File: src/hw/rtl/y86e_pkg.sv
`timescale 1ns / 1ps
// Shared opcode, function and condition codes and flag types for the execute stage.
package y86e_pkg;

  localparam logic [3:0] OP_RRMOV = 4'd2;
  localparam logic [3:0] OP_IRMOV = 4'd3;
  localparam logic [3:0] OP_RMMOV = 4'd4;
  localparam logic [3:0] OP_MRMOV = 4'd5;
  localparam logic [3:0] OP_ALU   = 4'd6;
  localparam logic [3:0] OP_JXX   = 4'd7;
  localparam logic [3:0] OP_CALL  = 4'd8;
  localparam logic [3:0] OP_RET   = 4'd9;
  localparam logic [3:0] OP_PUSH  = 4'd10;
  localparam logic [3:0] OP_POP   = 4'd11;
  localparam logic [3:0] OP_IADD  = 4'd12;

  localparam logic [3:0] ALU_ADD = 4'd0;
  localparam logic [3:0] ALU_SUB = 4'd1;
  localparam logic [3:0] ALU_AND = 4'd2;
  localparam logic [3:0] ALU_XOR = 4'd3;

  localparam logic [3:0] COND_ALWAYS = 4'd0;
  localparam logic [3:0] COND_LE     = 4'd1;
  localparam logic [3:0] COND_L      = 4'd2;
  localparam logic [3:0] COND_E      = 4'd3;
  localparam logic [3:0] COND_NE     = 4'd4;
  localparam logic [3:0] COND_GE     = 4'd5;
  localparam logic [3:0] COND_G      = 4'd6;

  localparam logic [3:0] NO_REG    = 4'd15;
  localparam logic [1:0] STATUS_OK = 2'd0;

  typedef struct packed {
    logic zf;
    logic sf;
    logic of;
  } flags_t;

  typedef struct packed {
    logic   set;
    flags_t flags;
  } cc_upd_t;

endpackage

File: src/hw/rtl/y86e_alu.sv
`timescale 1ns / 1ps
// Operand selection, ALU and condition code computation.
module y86e_alu import y86e_pkg::*; #(
  parameter int DATA_WIDTH = 64
) (
  input  logic [3:0]            opcode_i,
  input  logic [3:0]            function_code_i,
  input  logic [DATA_WIDTH-1:0] value_a_i,
  input  logic [DATA_WIDTH-1:0] value_b_i,
  input  logic [DATA_WIDTH-1:0] value_c_i,
  input  logic                  exc_i,
  output logic [DATA_WIDTH-1:0] result_o,
  output cc_upd_t               cc_o
);

  localparam logic [DATA_WIDTH-1:0] MinusEight = {{(DATA_WIDTH-4){1'b1}}, 4'b1000};
  localparam logic [DATA_WIDTH-1:0] PlusEight  = DATA_WIDTH'(8);

  logic [DATA_WIDTH-1:0] a_w;
  logic [DATA_WIDTH-1:0] b_w;
  logic [DATA_WIDTH-1:0] r_w;
  logic [3:0]            fn_w;
  logic                  fn_ok_w;
  logic                  of_w;
  logic                  a_top_w;
  logic                  b_top_w;
  logic                  r_top_w;

  always_comb begin
    unique case (opcode_i)
      OP_RRMOV, OP_ALU:                     a_w = value_a_i;
      OP_IRMOV, OP_RMMOV, OP_MRMOV, OP_IADD: a_w = value_c_i;
      OP_CALL, OP_PUSH:                     a_w = MinusEight;
      OP_RET, OP_POP:                       a_w = PlusEight;
      default:                              a_w = '0;
    endcase
  end

  always_comb begin
    unique case (opcode_i)
      OP_RMMOV, OP_MRMOV, OP_ALU, OP_CALL,
      OP_PUSH, OP_RET, OP_POP, OP_IADD: b_w = value_b_i;
      default:                         b_w = '0;
    endcase
  end

  assign fn_w = (opcode_i == OP_ALU) ? function_code_i : ALU_ADD;

  always_comb begin
    fn_ok_w = 1'b1;
    unique case (fn_w)
      ALU_ADD: r_w = a_w + b_w;
      ALU_SUB: r_w = b_w - a_w;
      ALU_AND: r_w = a_w & b_w;
      ALU_XOR: r_w = a_w ^ b_w;
      default: begin
        r_w     = '0;
        fn_ok_w = 1'b0;
      end
    endcase
  end

  assign a_top_w = a_w[DATA_WIDTH-1];
  assign b_top_w = b_w[DATA_WIDTH-1];
  assign r_top_w = r_w[DATA_WIDTH-1];

  always_comb begin
    unique case (fn_w)
      ALU_ADD: of_w = (a_top_w == b_top_w) && (r_top_w != a_top_w);
      ALU_SUB: of_w = (a_top_w != b_top_w) && (r_top_w != b_top_w);
      default: of_w = 1'b0;
    endcase
  end

  assign result_o     = r_w;
  assign cc_o.set     = ((opcode_i == OP_ALU) || (opcode_i == OP_IADD)) && !exc_i && fn_ok_w;
  assign cc_o.flags.zf = (r_w == '0);
  assign cc_o.flags.sf = r_top_w;
  assign cc_o.flags.of = of_w;

endmodule

File: src/hw/rtl/y86e_cond.sv
`timescale 1ns / 1ps
// Jump and conditional move condition evaluation against the held flags.
module y86e_cond import y86e_pkg::*; (
  input  logic [3:0] opcode_i,
  input  logic [3:0] function_code_i,
  input  flags_t     flags_i,
  output logic       taken_o
);

  logic lt_w;
  logic met_w;

  assign lt_w = flags_i.sf ^ flags_i.of;

  always_comb begin
    unique case (function_code_i)
      COND_ALWAYS: met_w = 1'b1;
      COND_LE:     met_w = lt_w || flags_i.zf;
      COND_L:      met_w = lt_w;
      COND_E:      met_w = flags_i.zf;
      COND_NE:     met_w = !flags_i.zf;
      COND_GE:     met_w = !lt_w;
      COND_G:      met_w = !lt_w && !flags_i.zf;
      default:     met_w = 1'b0;
    endcase
  end

  assign taken_o = ((opcode_i == OP_JXX) || (opcode_i == OP_RRMOV)) && met_w;

endmodule

File: src/hw/rtl/y86_pipeline_execute_stage.sv
`timescale 1ns / 1ps
// Top level of the Y86-64 execute stage: input register, ALU, flags, result register.
//
// One instruction per clock while the output is not stalled: a beat accepted on the input
// is held in an input register, passes the operand select, ALU and condition logic, and
// lands in the result register. The ZF/SF/OF flags are written as a valid ALU or IADD
// instruction leaves the input register with no memory or writeback exception, so the
// condition of each instruction sees the flags left by the one before it. in_stall_o
// rises only when both registers are full and the output is stalled.
module y86_pipeline_execute_stage import y86e_pkg::*; #(
  parameter int DATA_WIDTH = 64
) (
  input  logic                  clk_i,
  input  logic                  rst_ni,
  input  logic                  in_valid_i,
  output logic                  in_stall_o,
  input  logic [1:0]            stage_status_i,
  input  logic [3:0]            opcode_i,
  input  logic [3:0]            function_code_i,
  input  logic [DATA_WIDTH-1:0] value_a_i,
  input  logic [DATA_WIDTH-1:0] value_b_i,
  input  logic [DATA_WIDTH-1:0] value_c_i,
  input  logic [3:0]            dest_e_i,
  input  logic [3:0]            dest_m_i,
  input  logic [1:0]            mem_stage_status_i,
  input  logic [1:0]            wb_stage_status_i,
  output logic                  out_valid_o,
  input  logic                  out_stall_i,
  output logic [1:0]            out_status_o,
  output logic [3:0]            out_opcode_o,
  output logic [DATA_WIDTH-1:0] out_value_a_o,
  output logic [3:0]            out_dest_m_o,
  output logic [3:0]            out_dest_e_o,
  output logic                  condition_taken_o,
  output logic [DATA_WIDTH-1:0] alu_result_o,
  output logic                  memory_bubble_o
);

  logic                  in_valid_q;
  logic [1:0]            st_q;
  logic [3:0]            op_q;
  logic [3:0]            fn_q;
  logic [DATA_WIDTH-1:0] va_q;
  logic [DATA_WIDTH-1:0] vb_q;
  logic [DATA_WIDTH-1:0] vc_q;
  logic [3:0]            de_q;
  logic [3:0]            dm_q;
  logic [1:0]            ms_q;
  logic [1:0]            ws_q;

  logic                  out_valid_q;
  logic [1:0]            out_status_q;
  logic [3:0]            out_opcode_q;
  logic [DATA_WIDTH-1:0] out_value_a_q;
  logic [3:0]            out_dest_m_q;
  logic [3:0]            out_dest_e_q;
  logic                  cond_q;
  logic [DATA_WIDTH-1:0] result_q;
  logic                  bubble_q;

  flags_t                flags_q;
  flags_t                flags_d;

  logic                  move_w;
  logic                  take_w;
  logic                  exc_w;
  logic                  cond_w;
  logic [DATA_WIDTH-1:0] result_w;
  logic [3:0]            dest_e_w;
  cc_upd_t               cc_w;

  assign move_w     = in_valid_q && (!out_valid_q || !out_stall_i);
  assign in_stall_o = in_valid_q && !move_w;
  assign take_w     = in_valid_i && !in_stall_o;
  assign exc_w      = (ms_q != STATUS_OK) || (ws_q != STATUS_OK);

  y86e_alu #(
    .DATA_WIDTH(DATA_WIDTH)
  ) u_alu (
    .opcode_i       (op_q),
    .function_code_i(fn_q),
    .value_a_i      (va_q),
    .value_b_i      (vb_q),
    .value_c_i      (vc_q),
    .exc_i          (exc_w),
    .result_o       (result_w),
    .cc_o           (cc_w)
  );

  y86e_cond u_cond (
    .opcode_i       (op_q),
    .function_code_i(fn_q),
    .flags_i        (flags_q),
    .taken_o        (cond_w)
  );

  assign dest_e_w = ((op_q == OP_RRMOV) && !cond_w) ? NO_REG : de_q;
  assign flags_d  = (move_w && cc_w.set) ? cc_w.flags : flags_q;

  always_ff @(posedge clk_i or negedge rst_ni) begin
    if (!rst_ni) begin
      in_valid_q  <= 1'b0;
      out_valid_q <= 1'b0;
      flags_q     <= '0;
    end else begin
      flags_q <= flags_d;
      if (take_w) begin
        in_valid_q <= 1'b1;
      end else if (move_w) begin
        in_valid_q <= 1'b0;
      end
      if (move_w) begin
        out_valid_q <= 1'b1;
      end else if (!out_stall_i) begin
        out_valid_q <= 1'b0;
      end
    end
  end

  always_ff @(posedge clk_i) begin
    if (take_w) begin
      st_q <= stage_status_i;
      op_q <= opcode_i;
      fn_q <= function_code_i;
      va_q <= value_a_i;
      vb_q <= value_b_i;
      vc_q <= value_c_i;
      de_q <= dest_e_i;
      dm_q <= dest_m_i;
      ms_q <= mem_stage_status_i;
      ws_q <= wb_stage_status_i;
    end
    if (move_w) begin
      out_status_q  <= st_q;
      out_opcode_q  <= op_q;
      out_value_a_q <= va_q;
      out_dest_m_q  <= dm_q;
      out_dest_e_q  <= dest_e_w;
      cond_q        <= cond_w;
      result_q      <= result_w;
      bubble_q      <= exc_w;
    end
  end

  assign out_valid_o       = out_valid_q;
  assign out_status_o      = out_status_q;
  assign out_opcode_o      = out_opcode_q;
  assign out_value_a_o     = out_value_a_q;
  assign out_dest_m_o      = out_dest_m_q;
  assign out_dest_e_o      = out_dest_e_q;
  assign condition_taken_o = cond_q;
  assign alu_result_o      = result_q;
  assign memory_bubble_o   = bubble_q;

  a_flags_hold: assert property (@(posedge clk_i) disable iff (!rst_ni)
    !move_w |=> (flags_q == $past(flags_q)))
    else $error("flags changed without an instruction leaving the input register");

  a_flags_exc: assert property (@(posedge clk_i) disable iff (!rst_ni)
    (move_w && exc_w) |=> (flags_q == $past(flags_q)))
    else $error("flags changed under a memory or writeback exception");

  a_stall_full: assert property (@(posedge clk_i) disable iff (!rst_ni)
    in_stall_o |-> (in_valid_q && out_valid_q && out_stall_i))
    else $error("input stalled while a register slot was free");

  a_cmov_cancel: assert property (@(posedge clk_i) disable iff (!rst_ni)
    (out_valid_q && (out_opcode_q == OP_RRMOV) && !cond_q) |-> (out_dest_e_q == NO_REG))
    else $error("failed cmov kept its destination");

  a_cond_op: assert property (@(posedge clk_i) disable iff (!rst_ni)
    (out_valid_q && cond_q) |-> ((out_opcode_q == OP_RRMOV) || (out_opcode_q == OP_JXX)))
    else $error("condition taken for an opcode without a condition");

endmodule
File: config.mk
export PLATFORM = sky130hd
export DESIGN_NAME = y86_pipeline_execute_stage
export DESIGN_NICKNAME = d
export VERILOG_FILES = /design/src/hw/rtl/y86e_pkg.sv /design/src/hw/rtl/y86e_alu.sv /design/src/hw/rtl/y86e_cond.sv /design/src/hw/rtl/y86_pipeline_execute_stage.sv
export SDC_FILE = /design/constraint.sdc
export NUM_CORES = 1
export LEC_CHECK = 0
export ABC_AREA = 1
export BUFFER_PORTS_ARGS = -buffer_cell sky130_fd_sc_hd__buf_4
export CAP_MARGIN = 30
export CORE_MARGIN = 2
export CORE_UTILIZATION = 50
export DETAILED_ROUTE_END_ITERATION = 16
export GPL_TIMING_DRIVEN = 0
export PLACE_DENSITY = 0.72
export REMOVE_ABC_BUFFERS = 1
export SYNTH_ARGS = -nofsm -noshare
export SYNTH_HDL_FRONTEND = slang
export SYNTH_SLANG_ARGS = --single-unit
File: constraint.sdc
create_clock -name clk_i -period 11.45 [get_ports clk_i]
set_input_delay 0.5725 -clock clk_i [delete_from_list [all_inputs] [get_ports clk_i]]
set_output_delay 0.5725 -clock clk_i [all_outputs]
set_load 0.01 [all_outputs]
Word-level counts from Yosys, hierarchy flattened
Cells that the tools add are included.
{"block": "totals", "reg_bits": 363, "wordCells": 100, "in_bits": 218}
{"block": "op_classes", "n_eq_ne": 25, "n_bitwise": 3, "n_addsub": 2, "muxes": 11, "reduce_logical": 36}
{"op": "one-hot mux 64 bit (4 select lines)", "count": 2}
{"op": "adder 64 bit", "count": 1}
{"op": "bitwise AND 64 bit", "count": 1}
{"op": "zero test 64 bit", "count": 1}
{"op": "two-way mux 64 bit", "count": 1}
{"op": "subtractor 64 bit", "count": 1}
{"op": "bitwise XOR 64 bit", "count": 1}
{"op": "equality test 4 x 3 -> 1 bit (second input constant)", "count": 7}
{"op": "equality test 4 x 2 -> 1 bit (second input constant)", "count": 6}
{"op": "equality test 4 bit (second input constant)", "count": 5}
{"op": "logical AND 1 bit", "count": 11}
{"op": "equality test 4 x 1 -> 1 bit (second input constant)", "count": 2}
{"op": "zero test 1 bit", "count": 8}
{"op": "zero test 4 bit", "count": 2}
{"op": "OR reduction 4 bit", "count": 2}
{"op": "OR reduction 8 bit", "count": 1}
{"op": "one-hot mux 1 bit (7 select lines)", "count": 1}
{"op": "nonzero test 2 bit", "count": 3}
{"op": "OR reduction 2 bit", "count": 3}
{"op": "logical OR 1 bit", "count": 5}
{"op": "two-way mux 1 bit", "count": 5}
{"op": "two-way mux 4 bit", "count": 1}
{"op": "inequality test 1 bit", "count": 3}
{"op": "inequality test 2 x 1 -> 1 bit (second input constant)", "count": 1}
{"op": "3 further kinds", "count": 3}

Logic depth before layout (Yosys ltp)
{"block": "logic_depth", "ltp_word": 8, "mapped_depth": 40}

Cells and area by module
From an unflattened synthesis, not the netlist that was laid out.
{"block": "unflattened", "cells_unflattened": 2537, "hier_area_um2": 21936.0}
{"module": "y86_pipeline_execute_stage", "area_per_inst_um2": 11030.6, "seq_area_each_um2": 10875.4, "cells_each": 399, "n_inst": 1}
{"module": "y86e_alu", "area_per_inst_um2": 10796.6, "seq_area_each_um2": 0.0, "cells_each": 2115, "n_inst": 1}
{"module": "y86e_cond", "area_per_inst_um2": 108.9, "seq_area_each_um2": 0.0, "cells_each": 23, "n_inst": 1}

Worst setup path after synthesis
Ideal clock, no wire load.
{"block": "synth_path", "kind": "input to register", "start": "input out_stall_i", "end": "register flags_q[2] (netlist name)", "arrival_time_ns": 8.263, "t_required_ns": 11.372, "path_slack_ns": 3.110, "stages": 17, "setup_ns": 0.078, "cell_sequence": "nand2_1 inv_1 nor2_1 nand4_1 nor2_1 nand3_1 nor2_1 nand3_1 nor2_1 nand3_1 nor2_1 nand4_1 nor2_1 nand4_1 nor2_1 nand3_1 o21bai_1"}
{"block": "synth_via", "elab_chain_cells": 4}
{"item": "from (decl)", "line": "y86_pipeline_execute_stage.sv:28", "rtl": "input logic out_stall_i,"}
{"item": "zero test 1 bit"}
{"item": "logical OR 1 bit", "line": "y86_pipeline_execute_stage.sv:72", "rtl": "assign move_w = in_valid_q && (!out_valid_q || !out_stall_i);"}
{"item": "logical AND 1 bit", "line": "y86_pipeline_execute_stage.sv:72"}
{"item": "via move_w", "line": "y86_pipeline_execute_stage.sv:64", "rtl": "logic move_w;"}
{"item": "logical AND 1 bit", "line": "y86_pipeline_execute_stage.sv:98", "rtl": "assign flags_d = (move_w && cc_w.set) ? cc_w.flags : flags_q;"}
{"item": "to (signal assigned)", "line": "y86_pipeline_execute_stage.sv:106", "rtl": "flags_q <= flags_d;"}
{"item": "to (decl)", "line": "y86_pipeline_execute_stage.sv:61", "rtl": "flags_t flags_q;"}
The timed path passes the listed nets, and every way through them passes these cells.
A chain may end at the register's enable or synchronous reset.

Final worst setup path
{"block": "layout_path", "start": "register op_q[1]", "end": "register flags_q[2] (netlist name)"}
{"block": "layout_via", "word_cells_on_any_way": 34, "cone_classes": "add/sub (2); eq/ne (13); mux (5); bitwise (2); reduce/logical (12)"}
{"item": "from (decl)", "line": "y86_pipeline_execute_stage.sv:41", "rtl": "logic [3:0] op_q;"}
{"item": "from (signal assigned)", "line": "y86_pipeline_execute_stage.sv:123", "rtl": "op_q <= opcode_i;"}
{"item": "equality test 4 x 2 -> 1 bit (tied with other cells)", "line": "y86e_alu.sv:30", "rtl": "unique case (opcode_i)"}
{"item": "OR reduction 4 bit (tied with other cells)", "line": "y86e_alu.sv:30"}
{"item": "one-hot mux 64 bit (4 select lines) / two-way mux 64 bit (equally long branches)", "line": "y86e_alu.sv:30, y86e_alu.sv:40"}
{"item": "subtractor 64 bit (tied with other cells)", "line": "y86e_alu.sv:53", "rtl": "ALU_SUB: r_w = b_w - a_w;"}
{"item": "one-hot mux 64 bit (4 select lines) (*)", "line": "y86e_alu.sv:51", "rtl": "unique case (fn_w)"}
{"item": "via result_w[46]", "line": "y86_pipeline_execute_stage.sv:68", "rtl": "logic [DATA_WIDTH-1:0] result_w;"}
{"item": "zero test 64 bit (*)", "line": "y86e_alu.sv:77", "rtl": "assign cc_o.flags.zf = (r_w == '0);"}
The timed path passes the listed nets; every way through them passes the cells marked *.

==> results.yml <==
clock_tree:
  cts_buffers: 38
  cts.clk_slew.worst_paths_ns: 0.06
  worstSkewPairLatency_ns: 0.56
  clockRootBuffer: "clkbuf_16"
  cts_tree: "yes"
  cts_num_sinks: 363
  post_cts_buffers: 0
  htreeDepth: 2
  clockBufferDepth: 3
power:
  ir_drop_uv: 133
  p_leak_nw: 13.2
  power_density_nw_per_um2: 150
route:
  drc: 0
  wl_per_cell_um: 20.3
  drt-initial-drc-count: 1878
  firstDrtPassIters: 6
  num_vias: 19400
  viasPerCell: 5.36
  postRouteAntennaNets: 0
  finalWirelength_um: 73500
critical_path:
  arrival_ns: 7.47
  critPathSlowestCell: "edfxtp_1"
  cpPeakStageDelay_ns: 0.45
  path_max_fanout: 48
  required_ns: 11.91
  critPathLaunchType: "register"
  cp-end-kind: "register"
  crit_type: "register to register"
timing:
  min_period_ns: 7.01
  fmax_mhz: 143
  max-slew-margin-rel_pct: 39.1
  tightest_slew_ns: 0.910
  period_share_pct: 61.2
  maxSlewViolCount: 0
  hold_viol: 0
  setup_viol: 0
  finClkSkew_ns: 0.0289
  finalSetupTns_ns: 0
  rsz0062_at_grt: "false"
floorplan:
  std_cell_rows: 77
  die-area_um2: 46700
  die-width_um: 216
  core_area_um2: 44300
  die_height_um: 216
  start_util_pct: 50.8
  pin_count: 364
grt:
  grt_pass1_vias: 18400
  antenna_found_initial: 3
  overflow: 0
  grt_pass1_wl_um: 109000
  track_usage_pct: 31.1
  grt_max_degree: 140
logic_synthesis:
  synthDistinctLibCells: 56
  synth_flop_cell: "edfxtp_1"
  synth_area_per_cell_um2: 8.54
  ys_ff_latch: 363
  ys_async_sr_fraction_pct: 1.38
  netlist_instances: 2634
  synth_edf_count: 358
  syn-cell-area_um2: 22500
  yosysSeqAreaShare_pct: 48.3
  yosysWarnings: 0
  ys_top_cells_by_area: "edfxtp_1, nand2_1, inv_1"
  yosysTopAreaCell: "edfxtp_1"
  synthDominantCellAreaShare_pct: 47.8
outcome:
  status: "completed"
job:
  maxCapViolations: 0
place:
  post-dp-hpwl_um: 59400
  place_area_um2: 26000
  port_buffers: 363
  place.gp.congestion: 0.975
final_layout:
  final_cell_area_um2: 27200
  syn2layout_area_growth_pct: 20.8
  final_util_pct: 61.3
  layout-drive-gt1-share_pct: 18.2
  final_nets: 3344
min_path:
  min_path_type: "input pin to register"
==> cell families (layout without fill, tap and decap cells) <==
family	Yosys count	in the layout	share of synthesized area [%]
other cells	0	3	0
flops	363	363	48.3
fa+ha+maj	126	126	7.04
xor+xnor	65	65	2.53
buf+inv	514	908	9.15
compound gates	331	331	9.68
simple gates	1235	1235	23.3
==> state kept, by name (all words and copies together), names as in the netlist, 2 cells and up <==
signal and flops:
alu_result_o 64, de_q 4, dm_q 4, flags_q 3, fn_q 4, ms_q 2
op_q 4, out_dest_e_o 4, out_dest_m_o 4, out_opcode_o 4, out_status_o 2, out_value_a_o 64
st_q 2, va_q 64, vb_q 64, vc_q 64, ws_q 2
==> path summary, 6_finish.rpt <==
check,endpoint,slack (ns),start,depth (start not counted)
max,flags_q[2]$_DFFE_PN0P_,4.44,op_q[1]$_DFFE_PP_,29
min,va_q[0]$_DFFE_PP_,0.18,value_a_i[0],1
max reg2reg,flags_q[2]$_DFFE_PN0P_,4.44,op_q[1]$_DFFE_PP_,29
min reg2reg,out_dest_m_o[0]$_DFFE_PP_,0.41,dm_q[0]$_DFFE_PP_,0
max in group asynchronous,flags_q[2]$_DFFE_PN0P_,10.98,rst_ni,2
min in group asynchronous,in_valid_q$_DFFE_PN0P_,0.35,rst_ni,2
==> through the flow <==
step / worst slack [ns] / instances / hold slack (ns) / total power [mW]
2_1_floorplan: 3.11 / 2582 / 0.277 / 2.41
3_3_place_gp: -1.51 / 3537 / 0.385 / 2.87
3_5_place_dp: 4.60 / 3551 / 0.382 / 2.86
4_1_cts: 4.53 / 3620 / 0.162 / 4.05
5_1_grt: 3.87 / 3623 / 0.164 / 4.25
6_report: 4.44 / 3623 / 0.180 / 4.06
==> cells in the mapped netlist (5+ instances only) <==
cell type,instances
a31oi_1,9
inv_1,449
ha_1,125
nand4_1,29
inv_2,12
a21oi_4,11
nand3_1,145
a21boi_0,7
nand3b_1,14
xor2_1,63
o21bai_1,9
o21ai_0,73
a21oi_2,34
nor3_1,22
edfxtp_1,358
a22o_1,27
nand2_2,17
clkbuf_1,24
nor4_1,10
buf_6,7
nand2_1,644
dfrtp_1,5
a21o_1,8
or2_2,12
o211ai_1,6
buf_2,11
o21a_1,5
nor2_2,11
nor2_4,5
a22oi_1,15
a21oi_1,114
nor2_1,310
==> critical path: cells and delay by family, from the launching register on <==
family	cells	cell delay (ns)
buffers and inverters	3	0.61
AO/OA/AOI/OAI	9	2.60
AND/OR/NAND/NOR	15	2.65
XOR/XNOR	1	0.23
adder cells (fa/ha/maj)	1	0.36
flip-flops	1	0.45
==> layer usage <==
metal / wire [um] / vias up / global-route usage [%]
li1: - / 9361 / -
met5: 0 / - / 0
met4: 1520 / 0 / 7.05
met3: 7500 / 88 / 7.00
met2: 30400 / 871 / 44.6
met1: 34100 / 9092 / 47.7
==> where the power goes <==
| group | switching (mW) | internal, mW |
|---|---|---|
| combinational | 0.776 | 0.404 |
| clock | 0.513 | 0.682 |
| sequential | 0.0461 | 1.64 |
| total | 1.34 | 2.73 |
==> timing repair <==
item	CTS	global route
endpoints found under the hold margin	5	0
resized for setup	0	0
hold buffers	1	0
==> cells in the final DEF (no fill, tap or decap), types with 6 or more instances in the layout <==
master	count
a21o_1	8
a21boi_0	7
o21ai_0	73
nor2_1	306
nand3_1	145
nand4_1	29
clkinv_1	11
a22o_1	27
nor2_2	13
nand2_1	643
nor2_4	7
nor3_1	22
xor2_1	63
o211ai_1	6
a31oi_1	9
o21bai_1	9
edfxtp_1	358
nand2_2	17
ha_1	125
clkbuf_1	6
nor4_1	10
nand3b_1	14
or2_2	12
buf_12	9
a21oi_2	34
a21oi_4	11
buf_4	363
clkbuf_16	38
inv_2	13
a21oi_1	114
inv_1	447
a22oi_1	15
==> layout make-up <==
| class | instances | area [um2] |
|---|---|---|
| diodes | 3 | 7.51 |
| clock inverters | 24 | 223 |
| multi-input cells | 1757 | 9590 |
| fillers | 3877 | 17200 |
| well taps | 592 | 741 |
| repair buffers | 378 | 3020 |
| clock buffers | 44 | 973 |
| inverters | 462 | 1740 |
| flip-flops and latches | 363 | 10900 |
Note: power is estimated with default switching activity, not from simulation.
